[src/rtl/tea_pkg.sv]
package tea_pkg;

	localparam int unsigned WORD_W     = 32;
	localparam int unsigned TEA_ROUNDS = 32;
	localparam logic [WORD_W-1:0] TEA_DELTA = 32'h9e3669b9;

	localparam logic OP_ENC = 1'b0;
	localparam logic OP_DEC = 1'b1;

	// one block in flight, with its key
	typedef struct packed {
		logic              op;
		logic [WORD_W-1:0] y;
		logic [WORD_W-1:0] z;
		logic [WORD_W-1:0] k0;
		logic [WORD_W-1:0] k1;
		logic [WORD_W-1:0] k2;
		logic [WORD_W-1:0] k3;
	} tea_item_t;

	// pipeline advance and the valid bit that comes with the item
	typedef struct packed {
		logic adv;
		logic valid;
	} tea_ctrl_t;

	function automatic logic [WORD_W-1:0] tea_mix(
		input logic [WORD_W-1:0] x,
		input logic [WORD_W-1:0] sum,
		input logic [WORD_W-1:0] ka,
		input logic [WORD_W-1:0] kb
	);
		logic [WORD_W-1:0] t_shl;
		logic [WORD_W-1:0] t_sum;
		logic [WORD_W-1:0] t_shr;
		t_shl = (x << 4) + ka;
		t_sum = x + sum;
		t_shr = (x >> 5) + kb;
		return t_shl ^ t_sum ^ t_shr;
	endfunction

endpackage

[src/rtl/tea_out_reg.sv]
module tea_out_reg import tea_pkg::*; (
	input  logic              clk,
	input  logic              arst_n,
	input  tea_ctrl_t         ctrl,
	input  tea_item_t         item_in,
	input  logic              m_tready,
	output logic              m_tvalid,
	output logic [2*WORD_W-1:0] m_tdata
);

	logic                valid_q;
	logic [2*WORD_W-1:0] data_q;
	logic                load;

	assign load = ctrl.adv && ctrl.valid;

	always_ff @(posedge clk or negedge arst_n) begin
		if (!arst_n) begin
			valid_q <= 1'b0;
		end else if (load) begin
			valid_q <= 1'b1;
		end else if (m_tready) begin
			valid_q <= 1'b0;
		end
	end

	always_ff @(posedge clk) begin
		if (load) begin
			data_q <= {item_in.z, item_in.y};
		end
	end

	assign m_tvalid = valid_q;
	assign m_tdata  = data_q;

endmodule

[config.mk]
export PLATFORM = sky130hd
export DESIGN_NAME = tea_out_reg
export DESIGN_NICKNAME = d
export VERILOG_FILES = /design/src/rtl/tea_pkg.sv /design/src/rtl/tea_out_reg.sv
export SDC_FILE = /design/constraint.sdc
export NUM_CORES = 1
export LEC_CHECK = 0
export ABC_AREA = 0
export BUFFER_PORTS_ARGS = -buffer_cell sky130_fd_sc_hd__buf_2
export CAP_MARGIN = 10
export CORE_AREA = 3 3 101 103
export CTS_BUF_LIST = sky130_fd_sc_hd__clkbuf_4
export DETAILED_ROUTE_END_ITERATION = 8
export DIE_AREA = 0 0 104 106
export SLEW_MARGIN = 25
export SYNTH_ARGS = -nofsm -noshare
export SYNTH_HDL_FRONTEND = slang
export SYNTH_SLANG_ARGS = --single-unit
[constraint.sdc]
create_clock -name clk -period 1.8 [get_ports clk]
set_clock_uncertainty 0.2 [all_clocks]
set_input_delay 0.09 -clock clk [delete_from_list [all_inputs] [get_ports clk]]
set_output_delay 0.09 -clock clk [all_outputs]
set_load 0.03 [all_outputs]
# Yosys cells after proc, flatten, opt, wreduce, memory -nomap -nowiden
# Index checks and enable logic that the tools add are counted.
# totals
register_bits,65
in_bits,198
output_inout_bits,65
wordCells,6
# op_classes
n_mux,2
reduce_logical,2
# ops
op,n
1-bit 2-to-1 mux,2
2-bit nonzero test,1
1-bit logical AND,1

# Depth between registers and ports, before layout
# logic_depth
depth_word,2
ltp_mapped,2
ltp_nobuf,2

# Least setup slack after synthesis
# Ideal clock, no wire load.
# synth_path
path_kind,input -> register
startpoint,input ctrl[1] in the netlist's numbering
endpoint,"register data_q[0] (netlist: m_tdata[0]), enable pin"
setup_ns,0.377
t_arrival_ns,0.632
t_required_ns,1.223
path_slack_ns,0.591
cell_stages,1
path_buffers,0
cell_sequence,and2_4
# synth_between
elab_chain_cells,1
# synth_rtl
item,line_no,rtl
"start, declared",tea_out_reg.sv:4,"input tea_ctrl_t ctrl,"
1-bit logical AND,tea_out_reg.sv:15,assign load = ctrl.adv && ctrl.valid;
"end signal, assigned",tea_out_reg.sv:29,"data_q <= {item_in.z, item_in.y};"
"end, declared",tea_out_reg.sv:12,logic [2*WORD_W-1:0] data_q;
# No other way between the ends.
# A chain may end at the register's enable or synchronous reset.

# Final worst setup path
# layout_path
startpoint,input ctrl[1] in the netlist's numbering
endpoint,"register data_q[9] (netlist: m_tdata[9]), enable pin"
# layout_between
elab_chain_cells,1
# layout_rtl
item,line_no,rtl
1-bit logical AND,tea_out_reg.sv:15,
named net load,tea_out_reg.sv:13,logic load;
# The timed path passes the listed nets, and every way through them passes these cells.

==> metrics <==
initial antenna violation count 0; switch share between 20% and 30%; Antenna diodes 0; WP data required approximately 1800 ps; P_int roughly 0.0024 W; Clock Tree Buf Depth 2; Lkg Pwr ~1.5 nW; Max-slew headroom around 76%; Ports roughly 260; EDFF count, synth between 60 and 70; GPL Wtd Cong roughly 0.66; reg2reg path depth 1; Post-synth top cells edfxtp_1, a21o_1, and2_4, dfrtp_1, inv_1; Slew Limit Fails 0; status complete, no violations; H-tree levels 3; Crit Path Max Fanout 2; worst reg2reg path endpoint m_tvalid; Final nets 480; FP Rows 35; share of post-route cells with drive strength above 1 between 50% and 60%; final worst path period share between 80% and 90%; adder-cell share of the synthesized area 0%; combinational power share about 16%; vias per std cell 3.641; input/output buffers between 100 and 150; largest net degree at the start of global routing 65; Async SR Flop Fraction under 10%; count of different cell masters after synthesis 5; R2R Setup Slk between 900 and 1000 ps; clock sink count 65; Initial DRC Count 30; Die X-Extent between 100 and 150 um; Fill cells approximately 900; # setup viols final 0; multiplexer share of the synthesized area 0%; overall routing resource usage a little over a tenth; Hold Path Depth 3; mapped cell area ~2000 um^2; CP arrival about 1400 ps; core area 9284 um^2; pre-CTS setup slack 600.3 ps; Max Freq around 670 MHz; Final Util approximately 39%; FF+latch count, synth 65; Post-Route WL 5622 um; Pwr Total roughly 0.0032 W; largest family of logic cells by synthesized area simple AND/OR/NAND/NOR gates; clock network fraction of total power ~28%; Die ar. around 11000 um^2; Final HPWL DP roughly 3700 um; setup ws final 315.4 ps; first-pass GRT wire length slightly below 9000 um; final hold violation count 0; Synth-to-Final Area Change 84.41%; worst hold slack around 140 ps; Syn Nets approximately 270; Synth Area in Compound Gates less than 1%; vias in the first global route 1714; CTS tree built; syn_area_per_cell about 29 um^2; DRT Pass-1 Iters 4; worst setup path class primary input to register; PD cells between 800 and 900 nW/um^2; Via Count ~1.5k; unrepaired setup endpoints after global routing false; Worst Hold Launch ctrl[0]; Top FF cell, synth edfxtp_1; net switching power 0.0008298 W; Max Cap Violations 0; clock slew at reported path FFs ~100 ps; Overflow after GRT 0; post-synthesis xor/xnor area fraction 0%; latest clock arrival within the worst-skew pair about 380 ps; slew at the pin with the worst max-slew slack about 350 ps; Yosys top cell by area edfxtp_1; drt wl/cell around 14 um; setup TNS 0 ps; endpoint with the worst hold slack m_tdata[19]; register area share after synthesis roughly 99%; startpoint types primary input; type of the tightest min-delay check primary input to register; Cells after Synth between 60 and 70; Synth Area in Simple Gates less than 1%; Yosys warning count 0; Initial Util roughly a fifth; top-count cell post-synth edfxtp_1; nature of the critical path endpoint register; postcts setup bufs 0; Antenna Nets Post-Route 0; DRC violations left 0; Tmin final 1485 ps; reg2reg start m_tvalid; total CTS buffers 9; Max VDD drop a little under 0.3 mV; share of the synthesized area in the top cell type approximately 98%; top post-synthesis cells by area edfxtp_1, dfrtp_1, and2_4; Seq pwr share between 50 and 60%; Die H 106 um; clk root buf clkbuf_4
[power groups by stage]
| stage | Clock [W] | Combinational [W] | Sequential [W] |
|---|---|---|---|
| 3_5_place_dp | 0 | 0.000416 | 0.00183 |
| 4_1_cts | 0.000961 | 0.000532 | 0.00180 |
| 5_1_grt | 0.00103 | 0.000562 | 0.00181 |
| 6_report | 0.000913 | 0.000528 | 0.00180 |
| 2_1_floorplan | 0 | 0.0000233 | 0.00204 |
| 3_3_place_gp | 0 | 0.000412 | 0.00184 |
[final cells by class]
type	count	area, um^2	share of cell area, %
tap	129	161.4	4.450
timing repair buffer	203	1376	37.94
multi-input combinational	2	16.27	0.4484
sequential	65	1947	53.67
clock inverter	5	47.55	1.311
clock buffer	10	75.07	2.070
inverter	1	3.754	0.1035
[worst max-delay path, cell delays in order]
cell           delay [ps]
dlygate4sd3_1         530
buf_2                 120
and2_4                150
dlygate4sd3_1         560
[through the flow]
step	instances	instance area [um^2]
after global placement	331	2814
final	415	3627
after global routing	415	3627
after floorplan	68	1967
after CTS	415	3627
after detailed placement	331	2814
[metal layers]
metal	global-route usage (%)	vias to the layer above	share of wire [%]
met5	0	-	0
met1	12.03	717	41
li1	-	702	-
met2	16.71	86	47
met4	3.704	0	1.2
met3	6.740	6	11
[kinds of logic after synthesis]
kind of cell / count (synthesis)
buffers and inverters: 1
AO/OA/AOI/OAI: 1
AND/OR/NAND/NOR: 1
flip-flops: 65
[worst max-delay path by stage]
stage            start           to  slack (ps)  depth (start not counted)
6_report       ctrl[1]   m_tdata[9]         320                          4
5_1_grt        ctrl[1]   m_tdata[9]         330                          4
4_1_cts        ctrl[1]   m_tdata[9]         360                          4
3_5_place_dp   ctrl[0]  m_tdata[59]         600                          3
3_3_place_gp   ctrl[1]  m_tdata[59]         610                          3
2_1_floorplan  ctrl[1]   m_tdata[0]         590                          1
[state kept, by name (all words and copies together), names as in the netlist]
signal and flops:
m_tvalid 1, m_tdata 64
[timing repair]
item | 4_1_cts | 5_1_grt
endpoints found under the setup margin | 0 | 0
hold buffers | 69 | 0
endpoints found under the hold margin | 67 | 0
resized for setup | 0 | 0
[layout by cell type (no fill, tap or decap)]
cell	instances
edfxtp_1	64
buf_2	133
clkinv_2	2
clkbuf_4	10
dfrtp_1	1
bufinv_16	1
clkinv_1	2
and2_4	1
buf_12	1
a21o_1	1
dlygate4sd3_1	69
inv_1	1
Power figures use the tool's default switching activity.
