File: config.mk
export PLATFORM = sky130hd
export DESIGN_NAME = tea_stage
export DESIGN_NICKNAME = d
export VERILOG_FILES = /design/src/rtl/tea_pkg.sv /design/src/rtl/tea_stage.sv
export SDC_FILE = /design/constraint.sdc
export NUM_CORES = 1
export LEC_CHECK = 0
export BUFFER_PORTS_ARGS = -buffer_cell sky130_fd_sc_hd__buf_2
export CAP_MARGIN = 5
export CORE_MARGIN = 5
export CORE_UTILIZATION = 50
export DETAILED_ROUTE_END_ITERATION = 8
export PLACE_DENSITY_LB_ADDON = 0.2
export SLEW_MARGIN = 30
export SYNTH_ARGS = -nofsm -noshare
export SYNTH_HDL_FRONTEND = slang
export SYNTH_SLANG_ARGS = --single-unit
File: constraint.sdc
create_clock -name clk -period 2 [get_ports clk]
set_input_delay 0.4 -clock clk [delete_from_list [all_inputs] [get_ports clk]]
set_output_delay 0.4 -clock clk [all_outputs]
set_load 0.005 [all_outputs]
File: src/rtl/tea_pkg.sv
package tea_pkg;

	localparam int unsigned WORD_W     = 32;
	localparam int unsigned TEA_ROUNDS = 32;
	localparam logic [WORD_W-1:0] TEA_DELTA = 32'h9e3669b9;

	localparam logic OP_ENC = 1'b0;
	localparam logic OP_DEC = 1'b1;

	// one block in flight, with its key
	typedef struct packed {
		logic              op;
		logic [WORD_W-1:0] y;
		logic [WORD_W-1:0] z;
		logic [WORD_W-1:0] k0;
		logic [WORD_W-1:0] k1;
		logic [WORD_W-1:0] k2;
		logic [WORD_W-1:0] k3;
	} tea_item_t;

	// pipeline advance and the valid bit that comes with the item
	typedef struct packed {
		logic adv;
		logic valid;
	} tea_ctrl_t;

	function automatic logic [WORD_W-1:0] tea_mix(
		input logic [WORD_W-1:0] x,
		input logic [WORD_W-1:0] sum,
		input logic [WORD_W-1:0] ka,
		input logic [WORD_W-1:0] kb
	);
		logic [WORD_W-1:0] t_shl;
		logic [WORD_W-1:0] t_sum;
		logic [WORD_W-1:0] t_shr;
		t_shl = (x << 4) + ka;
		t_sum = x + sum;
		t_shr = (x >> 5) + kb;
		return t_shl ^ t_sum ^ t_shr;
	endfunction

endpackage

File: src/rtl/tea_stage.sv
module tea_stage import tea_pkg::*; #(
	parameter int unsigned ROUNDS = TEA_ROUNDS,
	parameter int unsigned IDX    = 0
) (
	input  logic      clk,
	input  logic      arst_n,
	input  tea_ctrl_t ctrl,
	input  tea_item_t item_in,
	output logic      valid_s1,
	output tea_item_t item_s1
);

	localparam int unsigned RND  = IDX / 2;
	localparam bit          HALF = (IDX % 2) == 1;
	// running sum for this round is a constant of the stage position
	localparam logic [63:0] ENC_PROD = 64'(RND + 1) * 64'(TEA_DELTA);
	localparam logic [63:0] DEC_PROD = 64'(ROUNDS - RND) * 64'(TEA_DELTA);
	localparam logic [WORD_W-1:0] ENC_SUM = ENC_PROD[WORD_W-1:0];
	localparam logic [WORD_W-1:0] DEC_SUM = DEC_PROD[WORD_W-1:0];

	logic              is_enc;
	logic              upd_y;
	logic [WORD_W-1:0] x;
	logic [WORD_W-1:0] ka;
	logic [WORD_W-1:0] kb;
	logic [WORD_W-1:0] sum;
	logic [WORD_W-1:0] mix;
	logic [WORD_W-1:0] target;
	logic [WORD_W-1:0] res;
	tea_item_t         item_nxt;

	always_comb begin
		is_enc = (item_in.op == OP_ENC);
		// encrypt updates y first, decrypt undoes z first
		upd_y  = (is_enc == !HALF);
		x      = upd_y ? item_in.z  : item_in.y;
		ka     = upd_y ? item_in.k0 : item_in.k2;
		kb     = upd_y ? item_in.k1 : item_in.k3;
		sum    = is_enc ? ENC_SUM : DEC_SUM;
		mix    = tea_mix(x, sum, ka, kb);
		target = upd_y ? item_in.y : item_in.z;
		res    = is_enc ? (target + mix) : (target - mix);
		item_nxt = item_in;
		if (upd_y) begin
			item_nxt.y = res;
		end else begin
			item_nxt.z = res;
		end
	end

	always_ff @(posedge clk or negedge arst_n) begin
		if (!arst_n) begin
			valid_s1 <= 1'b0;
		end else if (ctrl.adv) begin
			valid_s1 <= ctrl.valid;
		end
	end

	always_ff @(posedge clk) begin
		if (ctrl.adv && ctrl.valid) begin
			item_s1 <= item_nxt;
		end
	end

endmodule

== Word level (Yosys, flattened, before mapping) ==
Index checks and enable logic that the tools add are counted.

* $add $sub $neg: 5
* Multiplexer cells: 8
* Bitwise gates (word level): 2
* Reduce and logical (&&, ||, !) cells: 1

{| class="wikitable"
|+ Operator list
! operator !! number
|-
| $mux 32 || 7
|-
| $add 32x32->32 || 3
|-
| $xor 32x32->32 || 2
|-
| $add 27x32->32 || 1
|-
| $sub 32x32->32 || 1
|-
| $mux 31 || 1
|-
| $logic_and 1x1->1 || 1
|}

* Flip-flop bits (word level): 194
* Input bits: 197
* Output and inout bits: 194
* Word-level logic and storage cells: 24

== Depth between registers and ports, before layout ==
* Depth after elaboration: 7
* Mapped depth: 37
* Depth with buffers taken out: 27

== Worst setup path before layout ==
Ideal clock, no wire load.

* Path type: input port to flip-flop
* Start: in item_in[192] in the netlist's numbering
* End: reg item_s1[191] in the netlist's numbering (data pin)
* Setup time: 261 ps
* Arrival: 8218 ps
* Required time: 1739 ps
* Path slack: -6479 ps
* Stages: 33
* Path buffers: 10
* Cell sequence: buf_6 > buf_6 > buf_4 > buf_4 > buf_2 > buf_2 > buf_2 > clkbuf_1 > clkbuf_1 > clkbuf_1 > mux2_2 > ha_1 > fa_1 > a211oi_1 > o21ai_0 > a311oi_1 > mux2_2 > a211oi_1 > xor2_1 > nor3_2 > nand4_2 > o21ai_1 > o21ai_0 > xor2_1 > ha_1 > a21o_1 > a211oi_1 > o31ai_1 > a2111oi_0 > o21ai_0 > xor3_1 > and2_1 > a221o_1

{| class="wikitable"
|+ RTL lines
! element !! RTL line !! source
|-
| start, declared || tea_stage.sv:8 || <nowiki>input tea_item_t item_in,</nowiki>
|-
| end signal, assigned || tea_stage.sv:61 || <nowiki>item_s1 <= item_nxt;</nowiki>
|-
| end, declared || tea_stage.sv:10 || <nowiki>output tea_item_t item_s1</nowiki>
|}

==> flow_metrics.py <==
metrics = {
    "drt": {
        "routed_via_density": 5.733,
        "vias": 16320,
        "drtIter0Drc": 1335,
        "drtAntennaViolNets": 0,
        "first_pass_iters": 5,
        "wl_per_cell_um": 21.22,
        "totalWireLength_mm": 60.40,
        "drc": 0,
    },
    "floorplanning": {
        "start_util_pct": 50.53,
        "rows": 64,
        "die_h_um": 185.6,
        "design.core.area_um2": 30510,
        "boundaryPins": 391,
        "die_x_um": 185.6,
        "die-area_um2": 34440,
    },
    "synthesis": {
        "dominantRegCellSynth": "edfxtp_1",
        "synth_top_area_cell": "edfxtp_1",
        "synth_area_um2": 15420,
        "ys_ff_latch": 194,
        "yosysMostFrequentCell": "edfxtp_1",
        "yosys_warnings": 0,
        "yosys.area.top_type_share_pct": 37.59,
        "ys_seq_area_share_pct": 37.76,
        "synthMuxAreaShare_pct": 8.343,
        "synth_top_family_by_area": "compound AO/OA/AOI/OAI gates",
        "synth_compound_area_share_pct": 18.58,
        "synth_xor_area_share_pct": 11.87,
        "async_flop_share_pct": 0.5155,
        "synthAdderAreaFrac_pct": 8.100,
        "syn_inst": 1498,
        "synthTopCellsByCount": "edfxtp_1 (193), xnor2_1 (125), nand2_1 (118), a21oi_1 (104), o21ai_0 (103)",
        "yosys-top-cells-area": "edfxtp_1 (38%), ha_1 (7.7%), mux2_2 (7.3%)",
        "yosysUniqueCellTypes": 94,
        "avgSynthCellArea_um2": 10.29,
        "synth-simple-area-share_pct": 12.68,
        "synth_fp_nets": 1793,
        "synth_edf_count": 193,
    },
    "timing": {
        "skew_ps": 0,
        "finalHoldViolations": 0,
        "setup_viol": 62,
        "rsz0062_at_grt": "yes",
        "max-slew-margin-rel_pct": 62.94,
        "min_period_over_period_pct": 295.7,
        "fin_crit_ps": 5913,
        "timing.hold.ws_ps": 130.4,
        "fin_ws_ps": -3913,
        "worst_pin_slew_ps": 550.1,
        "fmax_ghz": 0.1691,
        "final_max_slew_viol_count": 0,
        "setup_tns_ps": -169420,
    },
    "worst_setup_path": {
        "rr_startpoint": "valid_s1",
        "crit_fanout": 5,
        "start_kind": "primary input",
        "crit_start": "item_in[192]",
        "required_ps": 2210,
        "worstPathArrival_ps": 6120,
        "ff2ff_setup_slack_ps": 1240,
        "path_class": "primary input to flip-flop",
        "end_kind": "flip-flop",
    },
    "grt": {
        "grt_usage_pct": 32.42,
        "antenna_found_initial": 2,
        "grt_max_degree": 82,
        "grt_pass1_wl_mm": 86.97,
        "grt-ovfl-total": 0,
        "grt_pass1_vias": 15740,
    },
    "worst_hold_path": {
        "min_from": "item_in[33]",
        "worstHoldPathType": "primary input to flip-flop",
    },
    "power_and_ir_drop": {
        "vdd_ir_drop_max_mv": 1.105,
        "power.density_nw_per_um2": 1191,
        "total_power_mw": 29.17,
        "power_leakage_nw": 10.98,
    },
    "layout": {
        "seq_area_um2": 5821,
        "area_delta_synth_final_pct": 58.90,
        "finalInstanceArea_um2": 24500,
        "final_util_pct": 80.29,
        "nets": 2731,
        "layout-drive-gt1-share_pct": 54.43,
        "finalNonFillerCells": 2847,
        "multi_input_area_um2": 10780,
        "nFillCells": 1950,
    },
    "cts": {
        "htreeDepth": 4,
        "cts_buffers": 17,
        "clockBufferDepth": 2,
        "cts_tree": "done",
        "clkTransAtPathRegs_ps": 80,
        "root_buffer": "clkbuf_16",
        "clock_sinks": 194,
        "clk_latency_ps": 450,
    },
    "place": {
        "place_congestion": 0.9753,
        "dpl.hpwl_mm": 45.92,
        "dp_cells": 2769,
        "place_ws_ps": -4713,
        "placed_area_um2": 21910,
        "port_buffers": 390,
    },
    "run": {
        "max-cap-violations": 0,
    },
    "status": {
        "status": "finished, violations left",
        "violations": "negative setup slack",
    },
}
-- worst max-delay path: stages --
cell       delay (ps)
buf_16            130
mux2_4            340
ha_4              170
fa_2              390
a211oi_4          260
o21ai_2           120
a311oi_2          290
mux2_4            350
a211oi_4          250
xor2_2            140
nor3_4            210
buf_6             150
nand4_4            80
o21ai_4           190
o21ai_2            70
xor2_1            150
ha_1              370
a21o_1            240
a211oi_4          300
o31ai_4           140
a2111oi_4         450
o21ai_1           150
xor3_1            260
and2_4            190
a221o_1           300
-- layer usage --
layer  track usage (%)  wire length [um]  vias up  part of all wire, %
met1             47.63             25920     7824                   43
met5                 0                 0        -                    0
met2             50.12             27110      842                   45
met4             9.239              1513        0                  2.5
met3             4.925              5862       94                  9.7
li1                  -                 -     7563                    -
-- cells by family after synthesis --
family | Yosys count
compound gates | 433
simple gates | 381
flops | 194
xor+xnor | 181
mux | 116
fa+ha+maj | 98
buf+inv | 95
-- layout by cell type (no fill, tap or decap), types with 8 or more instances in the layout --
cell type    n
xnor3_1      8
nor3_1      15
and3_1      10
nor3b_1     11
o21a_1      12
o21ai_0     57
xor2_1      32
nand3_1     25
nand4_1     10
mux2i_1     13
inv_1       45
ha_1        63
mux2_2      86
o21ai_2     13
o211ai_1    14
edfxtp_1   193
xnor2_1     99
a21oi_1     81
a21o_1      38
ha_4        30
and2_1      12
a21oi_2     19
nand2b_1    12
o21ai_1     36
a31oi_1     16
buf_2      389
nor2_1      73
clkbuf_16   19
xnor2_2     26
buf_6       15
mux2_4      14
nand2_2     10
buf_4      544
nand2_1    107
nor2b_1     14
o21bai_1    12
-- what timing repair did --
action	in CTS	in global routing
endpoints found under the hold margin	1	0
hold buffers	1	0
buffers inserted	17	23
cloned	4	2
pin swaps	60	87
resized for setup	116	184
setup endpoints to repair	64	64
-- state kept, by name (all words and copies together) (netlist names) --
register and count:
valid_s1 1, item_s1 193
-- where the power goes --
part           internal (mW)  leakage, nW  total, mW  switching, mW
clock                   1.88        0.292       3.55           1.67
sequential              5.36         1.82       5.51          0.155
combinational           10.3         8.87       20.1           9.83
total                   17.5         11.0       29.2           11.7
-- worst paths after layout --
kind                       cells after the start            to
max                                           25  item_s1[191]
min                                            1   item_s1[33]
max reg2reg                                    1      valid_s1
min reg2reg                                    1      valid_s1
max in group asynchronous                      2      valid_s1
min in group asynchronous                      2      valid_s1
-- area by class of cell --
class                   instances  share of cell area, %
well taps                     396                  2.023
clock buffers                  17                  1.737
repair buffers                967                  27.02
flip-flops and latches        194                  23.76
clock inverters                15                 0.6947
multi-input cells            1209                  44.00
diodes                          2                0.02043
inverters                      47                 0.7508
(Power assumes the default switching activity.)
